### config.mk
export PLATFORM = sky130hd
export DESIGN_NAME = stack_machine_executor
export DESIGN_NICKNAME = d
export VERILOG_FILES = /design/src/hw/rtl/smx_pkg.sv /design/src/hw/rtl/stack_machine_executor.sv /design/src/hw/rtl/smx_ctrl.sv /design/src/hw/rtl/smx_dpath.sv
export SDC_FILE = /design/constraint.sdc
export NUM_CORES = 2
export LEC_CHECK = 0
export ABC_CLOCK_PERIOD_IN_PS = 8600
export BUFFER_PORTS_ARGS = -buffer_cell sky130_fd_sc_hd__buf_2
export CAP_MARGIN = 20
export CORE_ASPECT_RATIO = 1.25
export CORE_UTILIZATION = 56
export DETAILED_ROUTE_END_ITERATION = 16
export PLACE_DENSITY = 0.74
export SLEW_MARGIN = 30
export SYNTH_ARGS = -nofsm -noshare
export SYNTH_HDL_FRONTEND = slang
export SYNTH_SLANG_ARGS = --single-unit
### constraint.sdc
create_clock -name clk -period 8.6 [get_ports clk]
set_clock_uncertainty 0.05 [all_clocks]
set_input_delay 0.86 -clock clk [delete_from_list [all_inputs] [get_ports clk]]
set_output_delay 0.86 -clock clk [all_outputs]
set_load 0.02 [all_outputs]
### src/hw/rtl/smx_pkg.sv
// smx_pkg: shared types and constants of the stack machine executor
// command codes, sequencer states, control and status bundles
// used by smx_ctrl, smx_dpath and stack_machine_executor
package smx_pkg;

  // default number of stack entries
  localparam int DEF_STACK_DEPTH = 16;

  // field widths fixed by the interface
  localparam int CMD_W   = 3;
  localparam int DATA_W  = 64;
  localparam int DEPTH_W = 5;

  // instruction codes, the rest are no-ops
  localparam logic [CMD_W-1:0] BC_PUSH   = 3'd0;
  localparam logic [CMD_W-1:0] BC_PRINT  = 3'd1;
  localparam logic [CMD_W-1:0] BC_READ   = 3'd2;
  localparam logic [CMD_W-1:0] BC_IADD   = 3'd3;
  localparam logic [CMD_W-1:0] BC_STOP   = 3'd4;

  // sequencer states
  typedef enum logic [1:0] {
    ST_IDLE,
    ST_EXEC,
    ST_ADD2,
    ST_DONE
  } smx_state_t;

  // strobes from controller to datapath
  typedef struct packed {
    logic capture;
    logic exec;
    logic add2;
    logic load_out;
  } smx_ctl_t;

  // status from datapath to controller
  typedef struct packed {
    logic [CMD_W-1:0] cmd;
    logic             level_zero;
    logic             level_one;
    logic             out_free;
  } smx_sts_t;

endpackage

### src/hw/rtl/stack_machine_executor.sv
// stack_machine_executor: top level of the stack machine executor
// joins the sequencer smx_ctrl and the datapath smx_dpath
// depends on smx_pkg
//
//  channel  dir  tdata                                      tuser        tlast
//  s_*      in   argument[63:0] read_value[127:64]          command[2:0] -
//  m_*      out  print_value[63:0] push_dropped[64]         print_valid  finished
//                depth_now[69:65] zero[71:70]
//
// an instruction passes through accept, execute and result load, with a
// second operand step before the load for an add on two or more entries;
// the single registered read port of the stack memory sets this, as add
// fetches its two operands one after the other
// reset empties the stack by clearing the level; the store is not cleared
// a result waits in the sequencer while the output register holds an untaken
// beat; the next instruction is accepted while that beat waits
module stack_machine_executor #(
  parameter int STACK_DEPTH = smx_pkg::DEF_STACK_DEPTH
) (
  input  logic          clk,
  input  logic          rst,
  input  logic          s_tvalid,
  output logic          s_tready,
  input  logic [127:0]  s_tdata,   // argument[63:0], read_value[127:64]
  input  logic [2:0]    s_tuser,   // command[2:0]
  output logic          m_tvalid,
  input  logic          m_tready,
  output logic [71:0]   m_tdata,   // print_value[63:0], push_dropped[64],
                                   // depth_now[69:65], zero fill[71:70]
  output logic          m_tuser,   // print_valid
  output logic          m_tlast    // finished
);
  import smx_pkg::*;

  smx_ctl_t ctl;
  smx_sts_t sts;

  logic signed [DATA_W-1:0] print_value;
  logic                     push_dropped;
  logic [DEPTH_W-1:0]       depth_now;

  smx_ctrl u_ctrl (
    .clk      (clk),
    .rst      (rst),
    .s_tvalid (s_tvalid),
    .s_tready (s_tready),
    .sts      (sts),
    .ctl      (ctl)
  );

  smx_dpath #(
    .STACK_DEPTH (STACK_DEPTH)
  ) u_dpath (
    .clk              (clk),
    .rst              (rst),
    .ctl              (ctl),
    .sts              (sts),
    .in_command       (s_tuser),
    .in_argument      (s_tdata[63:0]),
    .in_read_value    (s_tdata[127:64]),
    .out_ready        (m_tready),
    .out_valid        (m_tvalid),
    .out_print_valid  (m_tuser),
    .out_print_value  (print_value),
    .out_push_dropped (push_dropped),
    .out_depth_now    (depth_now),
    .out_finished     (m_tlast)
  );

  // pack result beat
  assign m_tdata = {2'b00, depth_now, push_dropped, print_value};

endmodule

### src/hw/rtl/smx_ctrl.sv
// smx_ctrl: instruction sequencer of the stack machine executor
// walks capture, execute, second operand fetch and result hand-off
// depends on smx_pkg
module smx_ctrl (
  input  logic              clk,
  input  logic              rst,
  input  logic              s_tvalid,
  output logic              s_tready,
  input  smx_pkg::smx_sts_t sts,
  output smx_pkg::smx_ctl_t ctl
);
  import smx_pkg::*;

  smx_state_t state;
  smx_state_t state_next;

  // state register
  always_ff @(posedge clk) begin
    if (rst) begin
      state <= ST_IDLE;
    end else begin
      state <= state_next;
    end
  end

  // next state
  always_comb begin
    state_next = state;
    unique case (state)
      ST_IDLE: begin
        if (s_tvalid) state_next = ST_EXEC;
      end
      ST_EXEC: begin
        // add with two or more entries needs the second operand
        if (sts.cmd == BC_IADD && !sts.level_zero && !sts.level_one) begin
          state_next = ST_ADD2;
        end else begin
          state_next = ST_DONE;
        end
      end
      ST_ADD2: begin
        state_next = ST_DONE;
      end
      ST_DONE: begin
        if (sts.out_free) state_next = ST_IDLE;
      end
      default: begin
        state_next = ST_IDLE;
      end
    endcase
  end

  // outputs
  always_comb begin
    s_tready     = 1'b0;
    ctl          = '0;
    unique case (state)
      ST_IDLE: begin
        s_tready    = 1'b1;
        ctl.capture = s_tvalid;
      end
      ST_EXEC: begin
        ctl.exec = 1'b1;
      end
      ST_ADD2: begin
        ctl.add2 = 1'b1;
      end
      ST_DONE: begin
        ctl.load_out = sts.out_free;
      end
      default: begin
        s_tready = 1'b0;
      end
    endcase
  end

endmodule

### src/hw/rtl/smx_dpath.sv
// smx_dpath: stack memory, level counter, adder and output register
// acts on strobes from smx_ctrl and reports command and level status
// depends on smx_pkg
module smx_dpath #(
  parameter int STACK_DEPTH = smx_pkg::DEF_STACK_DEPTH
) (
  input  logic                             clk,
  input  logic                             rst,
  input  smx_pkg::smx_ctl_t                ctl,
  output smx_pkg::smx_sts_t                sts,
  input  logic [smx_pkg::CMD_W-1:0]        in_command,
  input  logic signed [smx_pkg::DATA_W-1:0] in_argument,
  input  logic signed [smx_pkg::DATA_W-1:0] in_read_value,
  input  logic                             out_ready,
  output logic                             out_valid,
  output logic                             out_print_valid,
  output logic signed [smx_pkg::DATA_W-1:0] out_print_value,
  output logic                             out_push_dropped,
  output logic [smx_pkg::DEPTH_W-1:0]      out_depth_now,
  output logic                             out_finished
);
  import smx_pkg::*;

  localparam int AW = $clog2(STACK_DEPTH);
  localparam int LW = $clog2(STACK_DEPTH + 1);

  // stack store and level
  logic [DATA_W-1:0] mem [STACK_DEPTH];
  logic [LW-1:0]     level;
  logic [LW-1:0]     level_next;
  logic [LW-1:0]     lvl_m1;
  logic [LW-1:0]     lvl_m2;
  logic              full;

  // captured instruction and operands
  logic [CMD_W-1:0]  cmd_q;
  logic [DATA_W-1:0] val_q;
  logic [DATA_W-1:0] rd_q;
  logic [DATA_W-1:0] a_q;

  // memory port controls
  logic              re;
  logic [AW-1:0]     ra;
  logic              we;
  logic [AW-1:0]     wa;
  logic [DATA_W-1:0] wd;

  // staged result
  logic              res_pv;
  logic [DATA_W-1:0] res_pval;
  logic              res_drop;
  logic              res_fin;
  logic [LW+DEPTH_W-1:0] depth_ext;

  assign lvl_m1 = level - LW'(1);
  assign lvl_m2 = level - LW'(2);
  assign full   = (level == LW'(STACK_DEPTH));

  assign sts.cmd        = cmd_q;
  assign sts.level_zero = (level == '0);
  assign sts.level_one  = (level == LW'(1));
  assign sts.out_free   = !out_valid || out_ready;

  // memory reads: top on capture, second entry for add
  always_comb begin
    re = 1'b0;
    ra = lvl_m1[AW-1:0];
    if (ctl.capture && level != '0) begin
      re = 1'b1;
    end else if (ctl.exec && cmd_q == BC_IADD && level > LW'(1)) begin
      re = 1'b1;
      ra = lvl_m2[AW-1:0];
    end
  end

  // memory writes: push or read into free slot, add sum over second entry
  always_comb begin
    we = 1'b0;
    wa = level[AW-1:0];
    wd = val_q;
    if (ctl.exec && (cmd_q == BC_PUSH || cmd_q == BC_READ) && !full) begin
      we = 1'b1;
    end else if (ctl.add2) begin
      we = 1'b1;
      wa = lvl_m2[AW-1:0];
      wd = a_q + rd_q;
    end
  end

  always_ff @(posedge clk) begin
    if (we) mem[wa] <= wd;
  end

  always_ff @(posedge clk) begin
    if (re) rd_q <= mem[ra];
  end

  // level update
  always_comb begin
    level_next = level;
    if (ctl.exec) begin
      unique case (cmd_q)
        BC_PUSH, BC_READ: begin
          if (!full) level_next = level + LW'(1);
        end
        BC_PRINT: begin
          if (level != '0) level_next = lvl_m1;
        end
        BC_STOP: begin
          level_next = '0;
        end
        default: begin
          level_next = level;
        end
      endcase
    end else if (ctl.add2) begin
      level_next = lvl_m1;
    end
  end

  always_ff @(posedge clk) begin
    if (rst) begin
      level <= '0;
    end else begin
      level <= level_next;
    end
  end

  // capture instruction and operands
  always_ff @(posedge clk) begin
    if (ctl.capture) begin
      cmd_q <= in_command;
      val_q <= (in_command == BC_READ) ? in_read_value : in_argument;
    end
    if (ctl.exec) a_q <= rd_q;
  end

  // stage result flags at execute
  always_ff @(posedge clk) begin
    if (ctl.exec) begin
      res_pv   <= (cmd_q == BC_PRINT) && (level != '0);
      res_pval <= ((cmd_q == BC_PRINT) && (level != '0)) ? rd_q : '0;
      res_drop <= (cmd_q == BC_PUSH || cmd_q == BC_READ) && full;
      res_fin  <= (cmd_q == BC_STOP);
    end
  end

  assign depth_ext = (LW + DEPTH_W)'(level);

  // output register
  always_ff @(posedge clk) begin
    if (rst) begin
      out_valid <= 1'b0;
    end else if (ctl.load_out) begin
      out_valid <= 1'b1;
    end else if (out_ready) begin
      out_valid <= 1'b0;
    end
  end

  always_ff @(posedge clk) begin
    if (ctl.load_out) begin
      out_print_valid  <= res_pv;
      out_print_value  <= res_pval;
      out_push_dropped <= res_drop;
      out_depth_now    <= depth_ext[DEPTH_W-1:0];
      out_finished     <= res_fin;
    end
  end

`ifndef NO_ASSERTIONS
  a_level_bound: assert property (@(posedge clk) disable iff (rst)
    level <= LW'(STACK_DEPTH))
    else $error("stack level above depth");

  a_load_free: assert property (@(posedge clk) disable iff (rst)
    ctl.load_out |-> (!out_valid || out_ready))
    else $error("result loaded over a pending beat");

  a_full_hold: assert property (@(posedge clk) disable iff (rst)
    ctl.exec && full && (cmd_q == BC_PUSH || cmd_q == BC_READ) |=> level == $past(level))
    else $error("level changed on dropped push");

  a_add2_level: assert property (@(posedge clk) disable iff (rst)
    ctl.add2 |-> level > LW'(1) ##1 level == $past(lvl_m1))
    else $error("add second step with wrong level");
`endif

endmodule
======== Yosys cells after proc, flatten, opt, wreduce, memory -nomap -nowiden ========
Memories as Yosys holds them, arrays and structs flattened. A register that Yosys moved wholly into a read port is not among the register bits.
Cells that the tools add are included.
storage, ports and cells
  register bits ........................... 278
  bits in writable memories ............... 1024
  memories kept ........................... 1
operators by class
  $add $sub $neg .......................... 4
  $lt $le $gt $ge ......................... 1
  equality and inequality tests ........... 15
  mux-type cells .......................... 29
  reductions and logical operators ........ 24
memories
  memory       depth  bits a word  read ports  clocked after Yosys merged registers in  write ports  line             source
  u_dpath.mem  16     64           1           1                                        1            smx_dpath.sv:28  logic [DATA_W-1:0] mem [STACK_DEPTH];
operator list
  operator                                                               number
  64-bit 2-to-1 mux                                                      3
  64-bit adder                                                           1
  5-bit 2-to-1 mux                                                       4
  4-bit 2-to-1 mux                                                       4
  5-bit one-hot mux with 3 select lines                                  1
  1-bit 2-to-1 mux                                                       14
  3-bit by 2-bit equality test with 1-bit output, second input constant  3
  1-bit logical AND                                                      9
  2-bit one-hot mux with 4 select lines                                  1
  3-bit inequality test, second input constant                           2
  5-bit by 1-bit adder with 5-bit output, second input constant          1
  5-bit by 1-bit equality test with 1-bit output, second input constant  1
  5-bit equality test, second input constant                             1
  5-bit by 1-bit > comparator with 1-bit output, second input constant   1
  5-bit zero test                                                        1
  5-bit nonzero test                                                     1
  5-bit by 1-bit subtractor with 5-bit output, second input constant     1
  2-bit equality test, second input constant                             2
  1-bit zero test                                                        4
  2-bit 2-to-1 mux                                                       2
  4-bit inequality test, second input constant                           1
  4-bit AND reduction                                                    1
  2-bit nonzero test                                                     2
  4-bit by 2-bit subtractor with 4-bit output, second input constant     1
  10 further kinds                                                       11

======== Logic depth before layout (Yosys ltp) ========
  word-level depth ........................ 7
  gate-level depth with buffers ........... 15
  mapped depth without buffers ............ 12

======== Cells and area by module ========
A second synthesis with hierarchy kept.
unflattened totals
  cell total of the unflattened synthesis .. 2961
  area, all modules ....................... 55485.7 um^2
by module, submodules not included
  module                  instances  cells each  area each (um^2)  sequential area each (um^2)
  smx_dpath               1          2934        55226.7           40899.2
  smx_ctrl                1          23          232.7             40.0
  stack_machine_executor  1          4           26.3              0.0

======== Worst setup path before layout ========
OpenSTA, ideal clock, no wires.
  path kind ............................... reg2reg
  from .................................... register u_ctrl.state[1]
  to ...................................... memory u_dpath.mem[5][0] (enable)
  setup time .............................. 0.486 ns
  data arrival time ....................... 7.865 ns
  path slack .............................. 0.199 ns
  cell stages (with the launch flop) ...... 9
  buffers on the path ..................... 1
  clock period less this slack ............ 8.401 ns
  path through ............................ dfxtp_1 inv_1 ha_1 nand3_1 and2_1 clkbuf_1 o21ai_0 a22oi_1 nor2_1
on the way
  word-level cells in the longest chain between the ends .. 7
  elaborated cells between the ends (all ways) .. 12
ends and longest elaborated chain
  what                                            line             source
  start, declared                                 smx_ctrl.sv:14   smx_state_t state;
  start signal, assigned                          smx_ctrl.sv:22   state <= state_next;
  2-bit by 1-bit equality test with 1-bit output  smx_ctrl.sv:57   unique case (state)
  1-bit 2-to-1 mux                                smx_ctrl.sv:57
  1-bit logical AND (2 in series)                 smx_dpath.sv:81  if (ctl.exec && (cmd_q == BC_PUSH || cmd_q == BC_READ) && !full) begin
  1-bit 2-to-1 mux                                smx_dpath.sv:81
  1-bit 2-to-1 mux                                smx_dpath.sv:91  if (we) mem[wa] <= wd;
  1-bit 2-to-1 mux (not written as such)          smx_dpath.sv:91
  end, declared                                   smx_dpath.sv:28
Several ways; a longest one is shown, not always the timed one.

======== Final worst setup path ========
  from .................................... register u_dpath.level[0]
  to ...................................... memory u_dpath.mem[7][21] (enable)
on the way
  word-level cells in the longest chain between the ends .. 6
  elaborated cells between the ends (all ways) .. 9
ends and longest elaborated chain
  what                                    line              source
  start, declared                         smx_dpath.sv:29   logic [LW-1:0] level;
  start signal, assigned                  smx_dpath.sv:125  level <= level_next;
  5-bit equality test                     smx_dpath.sv:57   assign full = (level == LW'(STACK_DEPTH));
  1-bit zero test                         smx_dpath.sv:81
  1-bit logical AND                       smx_dpath.sv:81
  1-bit 2-to-1 mux                        smx_dpath.sv:81
  1-bit 2-to-1 mux                        smx_dpath.sv:91
  1-bit 2-to-1 mux (not written as such)  smx_dpath.sv:91
Several ways; a longest one is shown, not always the timed one.

==> metrics <==
outcome=finished clean; Ys Warns=0; Cells after DPL=between 4000 and 5000; post-CTS setup buffer count=0; fraction of layout cells with a size suffix above 1=approximately a quarter; Cell Count, Final, Fillers Out=4604; Post-Route WL=about 130000 microns; hold buffers post-CTS=0; Worst slew margin=around a third; TNS Setup=0 ns; slew at the pin closest to its max-slew limit=around 1.0 ns; Total Nets Final=approximately 3400; port bufs=208; post-detail-place hpwl=between 70000 and 80000 microns; worst min path class=in2reg; Detailed Routing Iterations Pass 1=6; Vert. Die Dim=354 microns; worst-path fanout max=70; EDFF count, synth=1358; Setup violations, final=0; routed length on met1=just over 50000 microns; Initial Util=56.7%; CP Capture Type=register; Synth Area per Inst=18.8 sq um; DR top layer=met4; initial drt markers=3073; max_cap viols=0; top_reg_cell synth=edfxtp_1; maximum clock path buffer count=3; CTS H-Tree Depth=4; Leakage=20.9 nW; Die Wd=~280 microns; Post-CTS Resized=0; synthesized area=about 0.055 sq mm; Seq/Total Area, Yosys=about three quarters; Via density=around 6.3; TritonCTS clock tree=built; Final Instance Area=about 0.062 sq mm; most common library cell in the layout ignoring fill and taps=edfxtp_1; Slowest-stage cell, CP=buf_4; Final Hold Viols=0; Final period util=just over 60%; Detail Route Antenna Nets=0; commonest non-fill, non-tap cells in the layout=1358 x edfxtp_1, 256 x mux4_2, 208 x buf_2; Via Count=29180; top-level I/O count=211; Synth Instances=2948; clock-pin slew on the worst setup and hold paths=roughly 0.070 ns; critical path arrival=~5.6 ns; Core Area=between 0.09 and 0.1 sq mm; routed wl met3=around 10000 microns; Met2 Wirelength=between 60000 and 70000 microns; synth unique cells=approximately 80; initial antenna violation count=4; vias in the first global route=around 30000; asr flop ratio synth=0%; Worst Setup Path Type=reg2reg; DIE AREA=0.100 sq mm; row cnt=128; max incr delay on CP=0.80 ns; crit path time final=around 5.3 ns; Max Freq=189 MHz; CTS root buf=clkbuf_16; worst hold slack=about 0.27 ns; Clk Latency, worst-skew pair=0.73 ns; largest net degree at the start of global routing=103; RSZ-0062 raised after global routing=no; wire per inst=~28 microns; GRT Overall Usage=between 20% and 30%; CTS Sinks=1366; critical path, cell by cell=inv_1 -> ha_1 -> nand3_1 -> nand3_1 -> nand2_4 -> buf_4 -> nor2_1 -> a22oi_1 -> nor2_4 -> buf_4; GP Congestion=approximately 0.92; data required time of the worst path=8.89 ns; Layout area overhead=12.5%; total grt overflow=0; Antenna diodes=0; first-pass GRT wire length=between 150000 and 200000 microns; PD cells=408 mW/mm^2; Worst VDD drop=0.000691 V; total CTS buffers=130; Post-route DRC=0; crit path launch type=register; Total Power=roughly 25 mW; max-slew violation count=0; Seq cells post-synth=~1400; Post-DP Area=roughly 0.058 sq mm; fill count=6537
==> metal layers <==
| metal | global-route usage [%] | up-vias |
|---|---|---|
| met1 | 35.5 | 15013 |
| li1 | - | 12430 |
| met5 | 0 | - |
| met2 | 41.4 | 1503 |
| met3 | 4.34 | 234 |
| met4 | 9.49 | 0 |
==> cells in the mapped netlist, types with 3 or more instances <==
master | instances | share of area, %
ha_1 | 74 | 1.7
nor4_1 | 3 | 0.034
nor3_1 | 11 | 0.099
a22oi_1 | 5 | 0.068
o211ai_1 | 4 | 0.054
buf_2 | 40 | 0.36
nor2_1 | 73 | 0.49
and3_1 | 5 | 0.056
o21ai_1 | 35 | 0.32
a221oi_1 | 3 | 0.047
a21o_1 | 32 | 0.43
o221ai_1 | 3 | 0.047
dfxtp_1 | 8 | 0.29
xor2_1 | 25 | 0.39
edfxtp_1 | 1358 | 74
nand2_1 | 136 | 0.92
nand4_1 | 18 | 0.20
a31oi_1 | 14 | 0.16
buf_6 | 7 | 0.14
inv_1 | 22 | 0.15
o21bai_1 | 13 | 0.18
o31ai_1 | 4 | 0.054
nor2b_1 | 73 | 0.82
clkbuf_1 | 77 | 0.52
and2_1 | 69 | 0.78
mux2i_1 | 65 | 1.2
nand3b_1 | 3 | 0.041
buf_4 | 22 | 0.30
o22ai_1 | 3 | 0.034
xnor2_1 | 36 | 0.57
a211oi_1 | 75 | 1.0
o21a_1 | 8 | 0.11
nand4b_1 | 3 | 0.047
nand3_1 | 17 | 0.15
mux2_2 | 66 | 1.3
mux4_2 | 256 | 10
buf_1 | 9 | 0.061
a311oi_1 | 3 | 0.047
a21oi_1 | 153 | 1.4
o21ai_0 | 66 | 0.60
nand2b_1 | 6 | 0.068
==> final timing paths <==
check,start,endpoint,slack (ns),cells past startpoint
max,u_dpath.level[0],u_dpath.mem[7][21],3.31,10
max reg2reg,u_dpath.level[0],u_dpath.mem[7][21],3.31,10
min reg2reg,u_dpath.res_pval[28],u_dpath.out_print_value[28],0.37,0
min,s_tuser[1],u_dpath.cmd_q[1],0.27,1
==> sequential cells by signal, summed over array words and instances (netlist names) <==
name                      flops
u_ctrl.state                  2
u_dpath.a_q                  64
u_dpath.cmd_q                 3
u_dpath.level                 5
u_dpath.mem                1024
u_dpath.out_depth_now         5
u_dpath.out_finished          1
u_dpath.out_print_valid       1
u_dpath.out_print_value      64
u_dpath.out_push_dropped      1
u_dpath.out_valid             1
u_dpath.rd_q                 64
u_dpath.res_drop              1
u_dpath.res_fin               1
u_dpath.res_pv                1
u_dpath.res_pval             64
u_dpath.val_q                64
==> stage by stage <==
stage               setup WS [ns]  util [%]
floorplan                   0.199         -
global placement             3.68      59.4
detailed placement           3.51      59.5
CTS                          3.48      63.6
global route                 3.06      63.8
finish                       3.31      63.8
==> layout make-up <==
type	instances	area [sq um]	area share (%)
well taps	1300	1630	2.61
inverters	24	90.1	0.144
repair buffers	278	1700	2.72
clock buffers	164	3490	5.59
multi-input cells	1404	14000	22.4
flip-flops and latches	1366	40900	65.6
clock inverters	68	581	0.931
==> worst max-delay path: cells and delay by family (launching register included) <==
family                   cells  cell delay [ns]
buffers and inverters        3             1.57
AO/OA/AOI/OAI                1             0.72
flip-flops                   1             0.54
AND/OR/NAND/NOR              5             1.42
adder cells (fa/ha/maj)      1             0.33
==> logic make-up after synthesis <==
family / share of synthesized area (%)
flip-flops: 73.8
other: 0.00676
AND/OR/NAND/NOR: 3.99
AO/OA/AOI/OAI: 5.00
XOR/XNOR: 0.993
buffers and inverters: 1.55
multiplexers: 12.9
adder cells (fa/ha/maj): 1.71
==> power breakdown <==
group | internal [mW] | switching (mW)
combinational | 3.93 | 6.18
clock | 3.10 | 2.39
sequential | 9.38 | 0.447
total | 16.4 | 9.02
Power figures use the tool's default switching activity.
